[src/design/sidec_pkg.sv]
// Shared constants and helpers for the signed integer to decimal ASCII unit.
// No dependencies; used by sidec_bcd_unit and signed_int_to_decimal_ascii_unit.
`default_nettype none

package sidec_pkg;

    localparam int VALUE_BITS_DEFAULT = 32;

    localparam logic [7:0] CHAR_ZERO  = 8'd48;
    localparam logic [7:0] CHAR_NINE  = 8'd57;
    localparam logic [7:0] CHAR_MINUS = 8'd45;

    // Add-3 correction of the shift-and-add-3 conversion.
    localparam logic [3:0] BCD_ADJ_LIMIT = 4'd5;
    localparam logic [3:0] BCD_ADJ       = 4'd3;

    // Decimal digits needed for any value below 2**bits (log10(2) ~ 0.30103).
    function automatic int dec_digits(input int bits);
        return (bits * 30103) / 100000 + 1;
    endfunction

endpackage

`default_nettype wire

[src/design/sidec_bcd_unit.sv]
// Iterative binary to BCD converter, one magnitude bit per cycle.
// Depends on sidec_pkg for the add-3 correction constants.
`default_nettype none

module sidec_bcd_unit #(
    parameter int VALUE_BITS = sidec_pkg::VALUE_BITS_DEFAULT,
    parameter int DIGITS     = sidec_pkg::dec_digits(VALUE_BITS),
    parameter int IDX_W      = $clog2(DIGITS)
) (
    input  wire logic                          aclk,
    input  wire logic                          aresetn,
    input  wire logic                          start,
    input  wire logic [VALUE_BITS-1:0]         mag,
    output logic                               busy,
    output logic                               done,
    output logic [DIGITS-1:0][3:0]             bcd,
    output logic [IDX_W-1:0]                   lead_idx
);

    localparam int CNT_W = $clog2(VALUE_BITS);

    logic [VALUE_BITS-1:0]   mag_reg, mag_next;
    logic [DIGITS-1:0][3:0]  bcd_reg, bcd_next;
    logic [CNT_W-1:0]        cnt_reg, cnt_next;
    logic                    busy_reg, busy_next;
    logic                    done_reg, done_next;

    logic [DIGITS-1:0][3:0]  adj;
    logic [DIGITS*4:0]       shifted;

    // Every digit that would overflow on doubling gets 3 added before the shift.
    always_comb begin
        for (int i = 0; i < DIGITS; i++) begin
            adj[i] = (bcd_reg[i] >= sidec_pkg::BCD_ADJ_LIMIT) ?
                     bcd_reg[i] + sidec_pkg::BCD_ADJ : bcd_reg[i];
        end
        shifted = {adj, mag_reg[VALUE_BITS-1]};
    end

    always_comb begin
        mag_next  = mag_reg;
        bcd_next  = bcd_reg;
        cnt_next  = cnt_reg;
        busy_next = busy_reg;
        done_next = 1'b0;
        if (start) begin
            mag_next  = mag;
            bcd_next  = '0;
            cnt_next  = CNT_W'(VALUE_BITS - 1);
            busy_next = 1'b1;
        end else if (busy_reg) begin
            mag_next = {mag_reg[VALUE_BITS-2:0], 1'b0};
            bcd_next = shifted[DIGITS*4-1:0];
            cnt_next = cnt_reg - 1'b1;
            if (cnt_reg == '0) begin
                busy_next = 1'b0;
                done_next = 1'b1;
            end
        end
    end

    always_ff @(posedge aclk) begin
        mag_reg <= mag_next;
        bcd_reg <= bcd_next;
        cnt_reg <= cnt_next;
        if (!aresetn) begin
            busy_reg <= 1'b0;
            done_reg <= 1'b0;
        end else begin
            busy_reg <= busy_next;
            done_reg <= done_next;
        end
    end

    // Position of the most significant nonzero digit; zero gives position 0.
    always_comb begin
        lead_idx = '0;
        for (int i = 1; i < DIGITS; i++) begin
            if (bcd_reg[i] != 4'd0) begin
                lead_idx = IDX_W'(i);
            end
        end
    end

    assign busy = busy_reg;
    assign done = done_reg;
    assign bcd  = bcd_reg;

    a_start_idle: assert property (@(posedge aclk) disable iff (!aresetn)
        start |-> !busy_reg)
        else $error("conversion started while busy");

    a_done_pulse: assert property (@(posedge aclk) disable iff (!aresetn)
        done_reg |=> !done_reg)
        else $error("done held longer than one cycle");

    a_finish: assert property (@(posedge aclk) disable iff (!aresetn)
        (busy_reg && !start && cnt_reg == '0) |=> (done_reg && !busy_reg))
        else $error("conversion did not finish on the last bit");

endmodule

`default_nettype wire

[src/design/signed_int_to_decimal_ascii_unit.sv]
// Top level of the signed integer to decimal ASCII converter.
// Depends on sidec_pkg and sidec_bcd_unit.
//
// Each request carries one signed two's complement integer of VALUE_BITS bits.
// The block answers with its decimal text, one ASCII character per transfer on
// the result channel, most significant digit first, a minus sign ahead of a
// negative value, and m_last on the final character. Zero gives a single '0';
// the most negative value is converted through its unsigned magnitude. The
// conversion time is set by the shift-and-add-3 unit, which consumes one
// magnitude bit per cycle. s_ready stays low from the accepted request until
// the last character is taken.
`default_nettype none

module signed_int_to_decimal_ascii_unit #(
    parameter int VALUE_BITS = sidec_pkg::VALUE_BITS_DEFAULT
) (
    input  wire logic                   aclk,
    input  wire logic                   aresetn,
    input  wire logic                   s_valid,
    output logic                        s_ready,
    input  wire logic [VALUE_BITS-1:0]  s_value,
    output logic                        m_valid,
    input  wire logic                   m_ready,
    output logic [7:0]                  m_ascii_char,
    output logic                        m_last
);

    localparam int DIGITS = sidec_pkg::dec_digits(VALUE_BITS);
    localparam int IDX_W  = $clog2(DIGITS);

    typedef enum logic [3:0] {
        ST_IDLE  = 4'b0001,
        ST_CONV  = 4'b0010,
        ST_SIGN  = 4'b0100,
        ST_DIGIT = 4'b1000
    } state_t;

    state_t                  state_reg, state_next;
    logic                    neg_reg, neg_next;
    logic [IDX_W-1:0]        idx_reg, idx_next;

    logic                    in_fire;
    logic                    out_fire;
    logic [VALUE_BITS-1:0]   mag;
    logic                    conv_busy;
    logic                    conv_done;
    logic [DIGITS-1:0][3:0]  bcd;
    logic [IDX_W-1:0]        lead_idx;
    logic [3:0]              digit;

    assign in_fire  = s_valid && s_ready;
    assign out_fire = m_valid && m_ready;
    assign mag      = s_value[VALUE_BITS-1] ? (~s_value + 1'b1) : s_value;

    sidec_bcd_unit #(
        .VALUE_BITS (VALUE_BITS),
        .DIGITS     (DIGITS),
        .IDX_W      (IDX_W)
    ) u_bcd (
        .aclk     (aclk),
        .aresetn  (aresetn),
        .start    (in_fire),
        .mag      (mag),
        .busy     (conv_busy),
        .done     (conv_done),
        .bcd      (bcd),
        .lead_idx (lead_idx)
    );

    always_comb begin
        state_next = state_reg;
        neg_next   = neg_reg;
        idx_next   = idx_reg;
        unique case (state_reg)
            ST_IDLE: begin
                if (in_fire) begin
                    neg_next   = s_value[VALUE_BITS-1];
                    state_next = ST_CONV;
                end
            end
            ST_CONV: begin
                if (conv_done) begin
                    idx_next   = lead_idx;
                    state_next = neg_reg ? ST_SIGN : ST_DIGIT;
                end
            end
            ST_SIGN: begin
                if (out_fire) begin
                    state_next = ST_DIGIT;
                end
            end
            ST_DIGIT: begin
                if (out_fire) begin
                    if (idx_reg == '0) begin
                        state_next = ST_IDLE;
                    end else begin
                        idx_next = idx_reg - 1'b1;
                    end
                end
            end
            default: begin
                state_next = ST_IDLE;
            end
        endcase
    end

    always_ff @(posedge aclk) begin
        neg_reg <= neg_next;
        idx_reg <= idx_next;
        if (!aresetn) begin
            state_reg <= ST_IDLE;
        end else begin
            state_reg <= state_next;
        end
    end

    assign digit        = bcd[idx_reg];
    assign s_ready      = (state_reg == ST_IDLE);
    assign m_valid      = (state_reg == ST_SIGN) || (state_reg == ST_DIGIT);
    assign m_ascii_char = (state_reg == ST_SIGN) ? sidec_pkg::CHAR_MINUS :
                          sidec_pkg::CHAR_ZERO + {4'd0, digit};
    assign m_last       = (state_reg == ST_DIGIT) && (idx_reg == '0);

    a_one_side: assert property (@(posedge aclk) disable iff (!aresetn)
        !(m_valid && s_ready))
        else $error("input ready while a character is pending");

    a_accept_busy: assert property (@(posedge aclk) disable iff (!aresetn)
        in_fire |=> (!s_ready && conv_busy))
        else $error("request accepted without starting a conversion");

    a_last_frees: assert property (@(posedge aclk) disable iff (!aresetn)
        (out_fire && m_last) |=> s_ready)
        else $error("block not ready after the last character");

    a_digit_char: assert property (@(posedge aclk) disable iff (!aresetn)
        (state_reg == ST_DIGIT) |->
            (m_ascii_char >= sidec_pkg::CHAR_ZERO && m_ascii_char <= sidec_pkg::CHAR_NINE))
        else $error("digit character out of range");

endmodule

`default_nettype wire

[config.mk]
export PLATFORM = sky130hd
export DESIGN_NAME = signed_int_to_decimal_ascii_unit
export DESIGN_NICKNAME = d
export VERILOG_FILES = /design/src/design/sidec_pkg.sv /design/src/design/sidec_bcd_unit.sv /design/src/design/signed_int_to_decimal_ascii_unit.sv
export SDC_FILE = /design/constraint.sdc
export NUM_CORES = 1
export LEC_CHECK = 0
export BUFFER_PORTS_ARGS = -buffer_cell sky130_fd_sc_hd__buf_2
export CAP_MARGIN = 20
export CORE_MARGIN = 4
export CORE_UTILIZATION = 55
export CTS_BUF_LIST = sky130_fd_sc_hd__clkbuf_8 sky130_fd_sc_hd__clkbuf_16
export DETAILED_ROUTE_END_ITERATION = 10
export PLACE_DENSITY_LB_ADDON = 0.05
export SLEW_MARGIN = 0
export SYNTH_ARGS = -nofsm -noshare
export SYNTH_HDL_FRONTEND = slang
export SYNTH_SLANG_ARGS = --single-unit
export TNS_END_PERCENT = 100
[constraint.sdc]
create_clock -name aclk -period 2.4 [get_ports aclk]
set_input_delay 0.12 -clock aclk [delete_from_list [all_inputs] [get_ports aclk]]
set_output_delay 0.12 -clock aclk [all_outputs]
set_load 0.05 [all_outputs]
==> impl_metrics.tcl, run 1 <==
set metrics [dict create \
    initial_core_util_pct 57.0 \
    syn-mean-instance-area_um2 9.02 \
    rows 36 \
    io_pins 47 \
    reg2reg_setup_slack_ns 0.19 \
    worstPathArrival_ns 2.19 \
    min_path_type "input pin to flop" \
    synthCells 620 \
    grt_pass1_vias 4379 \
    status "completed" \
    cp.required_ns 2.28 \
    synth_area_leader_cell "edfxtp_1" \
    grt_start_max_net_pins 63 \
    hpwlAfterDp_um 8380 \
    ys_seq_elements 88 \
    fin_crit_ns 2.31 \
    numCtsBuffers 9 \
    die_x_um 109 \
    antenna_found_initial 0 \
    synthesis.area_mm2 0.00559 \
    end_kind "output pin" \
    rsz0062_at_grt "no" \
    finalSetupTns_ns 0 \
    ys_warn_count 0 \
    final_antenna_net_count 0 \
    criticalPathCategory "flop to output pin" \
    cts-root-buf "clkbuf_8" \
    yosys_most_used_dff "dfxtp_1" \
    fill_cells 872 \
    maxClockFrequency_mhz 434 \
    p_leak_uw 0.00241 \
    die_y_um 109 \
    hold_viol_final 0 \
    route.detailed.wl_per_inst_um 14.6 \
    fin_skew_ns 0.0124 \
    via_per_inst 5.72 \
    critPathLaunchType "flop" \
    multiInputGateArea_mm2 0.00322 \
    cts_setup_buffers 0 \
    crit_chain "buf_4, mux4_2, mux2i_1, o221ai_1, buf_2" \
    clkLatencyLatePin_ns 0.37 \
    period_share_pct 96.1 \
    finalSetupViolCount 0 \
    vias 4521 \
    overflow 0 \
    clk_pin_slew_ns 0.09 \
    relSlewSlack_pct 54.6 \
    diodes 0 \
    slew_violations 0 \
    cts_resized 0 \
    grt_first_pass_wirelength_um 20100 \
    path_max_fanout 14 \
    ys_async_sr_fraction_pct 0 \
    dieArea_mm2 0.0118 \
    cts_tree "built" \
    ctsHoldBuffers 1 \
    ys_top_cells_by_area "edfxtp_1 20%, dfxtp_1 18%, ha_1 5.6%" \
    cts.sinks 88 \
    grtUsageTotal_pct 21.0 \
    drt_iter0_markers 256 \
    design_area_mm2 0.00620 \
    placeableCoreArea_mm2 0.00982 \
    seq_area_mm2 0.00213 \
    htreeDepth 3 \
    ys_types 59 \
    firstDrtPassIters 4 \
    largest_reg_flops 40 \
    critPathSlowestCell "mux4_2" \
    synth.top_cell.area_share_pct 19.9 \
    drc 0 \
    fin_nets 714 \
    worst_slew_pin_slew_ns 0.681 \
    io_buffers 43 \
    postPlaceCellArea_mm2 0.00596 \
    gp_congestion 0.827 \
    synth-seq-area-share_pct 38.1 \
    routed_wl_um 11600 \
    power_density_mw_per_mm2 701 \
    critical_path.max_stage_delay_ns 0.53 \
    peakVddDrop_uv 376 \
    synth_edf_count 37 \
    drive_gt1_share_pct 14.9 \
    cap_viol_max_count 0 \
    clock_path_buffers 2 \
    area_growth_pct 10.9 \
    final_core_util_pct 63.2 \
]
==> metal layers <==
metal  wire (um)  vias to the layer above  GRT usage, %
li1            -                     2272             -
met1        5440                     2139          28.1
met2        5440                       92          34.0
met3         437                       18          3.14
met4         262                        0          8.84
met5           0                        -             0
==> final timing paths <==
path,from,to,depth (start not counted)
setup reg to reg,u_bcd.bcd[20]$_SDFFE_PP0P_,idx_reg[0]$_DFFE_PP_,7
setup / recovery,idx_reg[0]$_DFFE_PP_,m_ascii_char[2],5
hold / removal,s_valid,state_reg[0]$_SDFFE_PN1P_,3
hold reg to reg,u_bcd.mag_reg[31]$_DFFE_PP_,u_bcd.bcd[0]$_SDFFE_PP0P_,2
==> cell families after synthesis <==
family,Yosys count,share of synthesized area (%)
and+or+nand+nor,206,19.5
AOI/OAI and AO/OA,152,16.6
DFF,88,38.1
buffers and inverters,65,4.72
xor gates and xnor gates,52,8.14
muxes,30,7.16
adders and majority gates,25,5.59
other,2,0.134
==> critical path, delay by kind of cell (launching register included) <==
family | cells | cell delay (ns)
muxes | 2 | 0.78
AOI/OAI and AO/OA | 1 | 0.19
buffers and inverters | 2 | 0.49
DFF | 1 | 0.35
==> power breakdown <==
part	internal, uW	switching [uW]
Sequential	1950	149
Clock	633	539
Combinational	412	668
==> Yosys cell counts (2+ instances only) <==
library cell / instances
nand2_1: 69
o21ai_0: 58
dfxtp_1: 51
edfxtp_1: 37
a21oi_1: 34
nand2b_1: 34
inv_1: 29
xnor2_1: 29
nand3_1: 27
nor2_1: 27
clkbuf_1: 25
ha_1: 25
xor2_1: 23
mux2i_1: 22
o211ai_1: 15
a21o_1: 10
mux4_2: 8
nor3b_1: 8
o31ai_1: 8
buf_1: 6
nor3_1: 6
nand4_1: 5
nor4b_1: 4
o221ai_1: 4
o41ai_1: 4
buf_4: 3
nor4_1: 3
o22ai_1: 3
or3b_2: 3
a22oi_1: 2
and2_1: 2
conb_1: 2
nor2b_1: 2
o311ai_0: 2
o311ai_1: 2
or3_1: 2
or3_2: 2
or4_1: 2
or4b_2: 2
==> metrics by stage <==
step	hold slack [ns]	total power, uW	setup slack, ns	instances
2_1_floorplan	0.209	2910	0.00460	621
4_1_cts	0.0773	4380	0.113	791
3_5_place_dp	0.384	3220	0.274	774
5_1_grt	0.0937	4610	0.0767	791
3_3_place_gp	0.378	3190	0.322	774
6_report	0.0954	4350	0.0942	791
==> final cells by class <==
cell class	instances	area share [%]
multi-input combinational	468	52.0
sequential	88	34.4
timing repair buffer	57	5.41
clock buffer	12	3.03
tap	133	2.68
inverter	29	1.76
clock inverter	4	0.767
==> layout by cell type (no fill, tap or decap), types with 3 or more instances in the layout <==
cell type | Yosys | final
a21oi_1 | 34 | 33
buf_4 | 3 | 12
o22ai_1 | 3 | 3
conb_1 | 2 | 3
nor4b_1 | 4 | 4
nor3_1 | 6 | 6
nand4_1 | 5 | 5
nor4_1 | 3 | 3
o41ai_1 | 4 | 4
or3b_2 | 3 | 3
buf_2 | 1 | 43
dfxtp_1 | 51 | 50
clkbuf_8 | 0 | 10
xnor2_1 | 29 | 29
nand3_1 | 27 | 27
mux4_2 | 8 | 8
ha_1 | 25 | 25
a21o_1 | 10 | 10
o211ai_1 | 15 | 15
mux2i_1 | 22 | 22
xor2_1 | 23 | 23
nor2_1 | 27 | 27
nand2_1 | 69 | 68
o31ai_1 | 8 | 8
edfxtp_1 | 37 | 37
inv_1 | 29 | 30
o21ai_0 | 58 | 58
o221ai_1 | 4 | 4
nor3b_1 | 8 | 8
nand2b_1 | 34 | 33
Power figures use the tool's default switching activity.
==> inputs of run 2 (changes only) <==
--- a/config.mk
+++ b/config.mk
@@ -8,7 +8,7 @@
 export BUFFER_PORTS_ARGS = -buffer_cell sky130_fd_sc_hd__buf_2
 export CAP_MARGIN = 20
 export CORE_MARGIN = 4
-export CORE_UTILIZATION = 55
+export CORE_UTILIZATION = 51
 export CTS_BUF_LIST = sky130_fd_sc_hd__clkbuf_8 sky130_fd_sc_hd__clkbuf_16
 export DETAILED_ROUTE_END_ITERATION = 10
 export PLACE_DENSITY_LB_ADDON = 0.05
==> run 2 against run 1 <==
Net effect:
- worst setup slack improved by 0.020 ns
- die area rose by 7.3%
- core utilization fell by 4.9 points
- total power is 4.1% lower
==> impl_metrics.tcl, run 2 (synthesized netlist as in run 1, its figures left out) <==
set metrics [dict create \
    initial_core_util_pct 53.2 \
    slew_violations 0 \
    largest_reg_flops 40 \
    antenna_found_initial 0 \
    final_cell_mix "68 x nand2_1, 58 x o21ai_0, 50 x dfxtp_1" \
    cts_resized 0 \
    design_area_mm2 0.00613 \
    rsz0062_at_grt "no" \
    peakVddDrop_uv 379 \
    cts-root-buf "clkbuf_8" \
    path_max_fanout 14 \
    critPathLaunch "idx_reg[0]$_DFFE_PP_" \
    fin_nets 713 \
    p_leak_uw 0.00237 \
    hold_viol_final 0 \
    min_path_type "input pin to flop" \
    vias 4480 \
    clk_pin_slew_ns 0.08 \
    worst_slew_pin_slew_ns 0.676 \
    io_pins 47 \
    htreeDepth 3 \
    drive_gt1_share_pct 14.5 \
    crit_end "m_ascii_char[3]" \
    hold_depth 2 \
    dieArea_mm2 0.0127 \
    final_antenna_net_count 0 \
    firstDrtPassIters 4 \
    hpwlAfterDp_um 8530 \
    clock_path_buffers 2 \
    ctsHoldBuffers 0 \
    critPathSlowestCell "mux4_2" \
    grt_first_pass_wirelength_um 20100 \
    relSlewSlack_pct 54.9 \
    drc 0 \
    io_buffers 43 \
    critPathLaunchType "flop" \
    drt_iter0_markers 219 \
    route.detailed.wl_per_inst_um 14.8 \
    rows 37 \
    worstHoldStart "aresetn" \
    fin_skew_ns 0.0111 \
    finalSetupTns_ns 0 \
    cap_viol_max_count 0 \
    reg2reg_to "idx_reg[0]$_DFFE_PP_" \
    via_per_inst 5.66 \
    crit_chain "buf_4, mux4_2, mux2i_1, o221ai_1, buf_2" \
    routed_wl_um 11700 \
    maxClockFrequency_mhz 437 \
    grt_start_max_net_pins 43 \
    power_density_mw_per_mm2 680 \
    gp_congestion 0.817 \
    cts_setup_buffers 0 \
    status "completed" \
    grtUsageTotal_pct 19.2 \
    layout_commonest_cell "nand2_1" \
    overflow 0 \
    criticalPathCategory "flop to output pin" \
    end_kind "output pin" \
    diodes 0 \
    die_y_um 113 \
    clkLatencyLatePin_ns 0.38 \
    fin_crit_ns 2.29 \
    grt_pass1_vias 4381 \
    die_x_um 113 \
    reg2reg_setup_slack_ns 0.20 \
    critical_path.max_stage_delay_ns 0.54 \
    postPlaceCellArea_mm2 0.00595 \
    placeableCoreArea_mm2 0.0105 \
    reg2reg_from "u_bcd.bcd[4]$_SDFFE_PP0P_" \
    cts_tree "built" \
    reg2reg_depth 7 \
    area_growth_pct 9.53 \
    cts.sinks 88 \
    cp.required_ns 2.28 \
    numCtsBuffers 9 \
    worstPathArrival_ns 2.17 \
    finalSetupViolCount 0 \
    period_share_pct 95.2 \
]
## run 2: layout make-up
cell class | instances | area (um2)
inverter | 29 | 109
clock buffer | 9 | 124
clock inverter | 6 | 53.8
tap | 136 | 170
fill | 956 | 4380
multi-input combinational | 468 | 3220
sequential | 88 | 2130
timing repair buffer | 56 | 313
## run 2: worst min path at each step
stage          slack, ns                         to
2_1_floorplan       0.21  state_reg[0]$_SDFFE_PN1P_
3_3_place_gp        0.38  state_reg[0]$_SDFFE_PN1P_
3_5_place_dp        0.41  state_reg[0]$_SDFFE_PN1P_
4_1_cts             0.01  state_reg[0]$_SDFFE_PN1P_
5_1_grt             0.02  state_reg[0]$_SDFFE_PN1P_
6_report            0.02  state_reg[0]$_SDFFE_PN1P_
## run 2: where the power goes
part / switching (uW) / total [uW] / internal (uW)
Sequential: 153 / 2100 / 1940
Combinational: 673 / 1070 / 401
Clock: 533 / 996 / 463
Total: 1360 / 4170 / 2810
## run 2: per-layer routing
| metal | wire, um | up-vias | share of wire [%] | track usage (%) |
|---|---|---|---|---|
| li1 | - | 2275 | - | - |
| met1 | 5450 | 2114 | 46 | 24.2 |
| met2 | 5560 | 70 | 47 | 32.0 |
| met3 | 427 | 21 | 3.6 | 3.32 |
| met4 | 291 | 0 | 2.5 | 8.81 |
| met5 | 0 | - | 0 | 0 |
## run 2: worst max-delay path, delay by kind of cell, from the launching register on
| family | cells | cell delay [ns] |
|---|---|---|
| AO/OA/AOI/OAI | 1 | 0.18 |
| buffers and inverters | 2 | 0.50 |
| multiplexers | 2 | 0.76 |
| flip-flops | 1 | 0.35 |
## run 2: stage by stage
stage | util [%] | cells | hold slack (ns) | power (uW) | worst slack, ns
after global routing | 58.3 | 792 | 0.0213 | 4440 | 0.00988
after detailed placement | 56.6 | 777 | 0.411 | 3220 | 0.168
final | 58.3 | 792 | 0.0153 | 4170 | 0.114
after floorplan | - | 621 | 0.209 | 2910 | 0.00460
after CTS | 58.3 | 792 | 0.0123 | 4210 | 0.0936
after global placement | 56.6 | 777 | 0.384 | 3170 | 0.240
==> inputs of run 3 (changes only) <==
==> constraint.sdc (replaced) <==
create_clock -name aclk -period 1.85 [get_ports aclk]
set_input_delay 0.0925 -clock aclk [delete_from_list [all_inputs] [get_ports aclk]]
set_output_delay 0.0925 -clock aclk [all_outputs]
set_load 0.05 [all_outputs]
==> run 3 against run 2 <==
Net effect:
- the flow now finishes with violations (setup timing)
- wire length up 7.1%
- first-iteration DRC count up 21%
- sequential power up 30%
- cell count up 6.7%
- non-clock buffer count up 52
- die area unchanged
- via count up 5.5%
- register-to-register slack worse by 0.31 ns
- largest cell class unchanged
- largest power group unchanged
- highest routed layer unchanged
==> impl_metrics.tcl, run 3 (synthesized netlist as in run 1, its figures left out) <==
set metrics [dict create \
    status "finished, violations left" \
    violations "setup timing" \
    cts_tree "built" \
    largest_reg_flops 40 \
    relSlewSlack_pct 54.4 \
    initial_core_util_pct 53.2 \
    total_power_uw 5780 \
    final_core_util_pct 65.0 \
    min_path_type "input pin to flop" \
    dieArea_mm2 0.0127 \
    via_per_inst 5.59 \
    route.detailed.wl_per_inst_um 14.9 \
    clock_path_buffers 2 \
    p_leak_uw 0.00269 \
    grt_first_pass_wirelength_um 20200 \
    whs_ns 0.0607 \
    overflow 0 \
    clkLatencyLatePin_ns 0.36 \
    cp.required_ns 1.76 \
    fin_crit_ns 2.07 \
    cp_num_cells 5 \
    criticalPathCategory "flop to output pin" \
    antenna_found_initial 0 \
    critPathLaunchType "flop" \
    rsz0062_at_grt "yes" \
    maxClockFrequency_mhz 482 \
    worstPathArrival_ns 1.98 \
    peakVddDrop_uv 591 \
    area_growth_pct 22.2 \
    period_share_pct 112 \
    hold_depth 3 \
    drt_iter0_markers 265 \
    worst_slew_pin_slew_ns 0.684 \
    hold_viol_final 0 \
    path_max_fanout 7 \
    routed_wl_um 12600 \
    drive_gt1_share_pct 25.4 \
    final_cell_mix "67 x nand2_1, 56 x o21ai_0, 53 x buf_4" \
    placeableCoreArea_mm2 0.0105 \
    critical_path.max_stage_delay_ns 0.54 \
    diodes 0 \
    io_buffers 43 \
    power_density_mw_per_mm2 847 \
    cap_viol_max_count 0 \
    critPathSlowestCell "mux4_2" \
    dp_slack_ns -0.183 \
    rows 37 \
    die_x_um 113 \
    gp_congestion 0.842 \
    hpwlAfterDp_um 8780 \
    crit_chain "buf_6, mux4_2, mux2i_2, o221ai_2, buf_6" \
    clk_pin_slew_ns 0.08 \
    end_kind "output pin" \
    numCtsBuffers 9 \
    grt_pass1_vias 4507 \
    grtUsageTotal_pct 19.2 \
    layout_commonest_cell "nand2_1" \
    firstDrtPassIters 4 \
    fill_cells 868 \
    grt_start_max_net_pins 68 \
    final_antenna_net_count 0 \
    fin_ws_ns -0.224 \
    cts.sinks 88 \
    finalSetupViolCount 12 \
    io_pins 47 \
    htreeDepth 3 \
    critPathTopFamily "multiplexers" \
    fin_nets 765 \
    vias 4726 \
    fin_skew_ns 0.00723 \
    timing.critical_path.buf_inv 2 \
    drc 0 \
    die_y_um 113 \
    reg2reg_depth 8 \
    slew_violations 0 \
    cts-root-buf "clkbuf_8" \
    path_common_cell "buf_6" \
]
[run 3: cell types whose count changed in the layout (fill, tap and decap cells not counted), moves of 5 or more]
cell,before,now
dfxtp_2,1,9
buf_6,0,7
inv_2,0,6
inv_1,30,22
buf_2,43,38
buf_4,13,53
buf_12,0,6
dfxtp_1,50,42
[run 3: path summary, 6_finish.rpt]
kind                          startpoint                         to  slack [ns]
max                 idx_reg[0]$_DFFE_PP_            m_ascii_char[2]       -0.22
min                              s_valid  state_reg[0]$_SDFFE_PN1P_        0.06
max reg2reg         idx_reg[0]$_DFFE_PP_  state_reg[3]$_SDFFE_PN0P_       -0.11
min reg2reg  u_bcd.mag_reg[31]$_DFFE_PP_  u_bcd.bcd[0]$_SDFFE_PP0P_        0.49
[run 3: cell type report]
class	instances	area [um2]	share of cell area (%)
clock buffers	9	124	1.81
clock inverters	7	62.6	0.916
flip-flops and latches	88	2140	31.4
repair buffers	108	862	12.6
multi-input cells	468	3360	49.1
well taps	136	170	2.49
inverters	29	114	1.67
[run 3: routing by layer]
metal	GRT usage (%)	vias to the layer above	part of all wire, %
li1	-	2382	-
met1	23.9	2251	45
met2	32.8	75	50
met3	3.58	18	3.2
met4	7.53	0	1.9
met5	0	-	0
[run 3: worst reg2reg max path, delay by kind of cell (launching register included)]
family,cells,cell delay (ns)
compound gates,4,0.66
fa+ha+maj,1,0.15
buf+inv,2,0.22
flops,1,0.45
simple gates,1,0.38
[run 3: power breakdown]
part | total (uW) | internal, uW | switching [uW]
combinational | 1750 | 771 | 982
clock | 1310 | 610 | 701
sequential | 2720 | 2520 | 195
[run 3: stage by stage]
stage / cells / instance area [um2] / setup TNS, ns
finish: 845 / 6830 / -1.66
global route: 845 / 6830 / -2.72
CTS: 839 / 6680 / -1.14
detailed placement: 819 / 6370 / -0.982
global placement: 819 / 6370 / -0.606
floorplan: 621 / 5760 / -15.20
[run 3: what timing repair did]
item | 4_1_cts | 5_1_grt
resized for setup | 28 | 17
endpoints found under the setup margin | 10 | 14
gates cloned | 0 | 2
endpoints found under the hold margin | 2 | 0
pin swaps | 8 | 7
buffers inserted | 3 | 4
hold buffers | 1 | 0
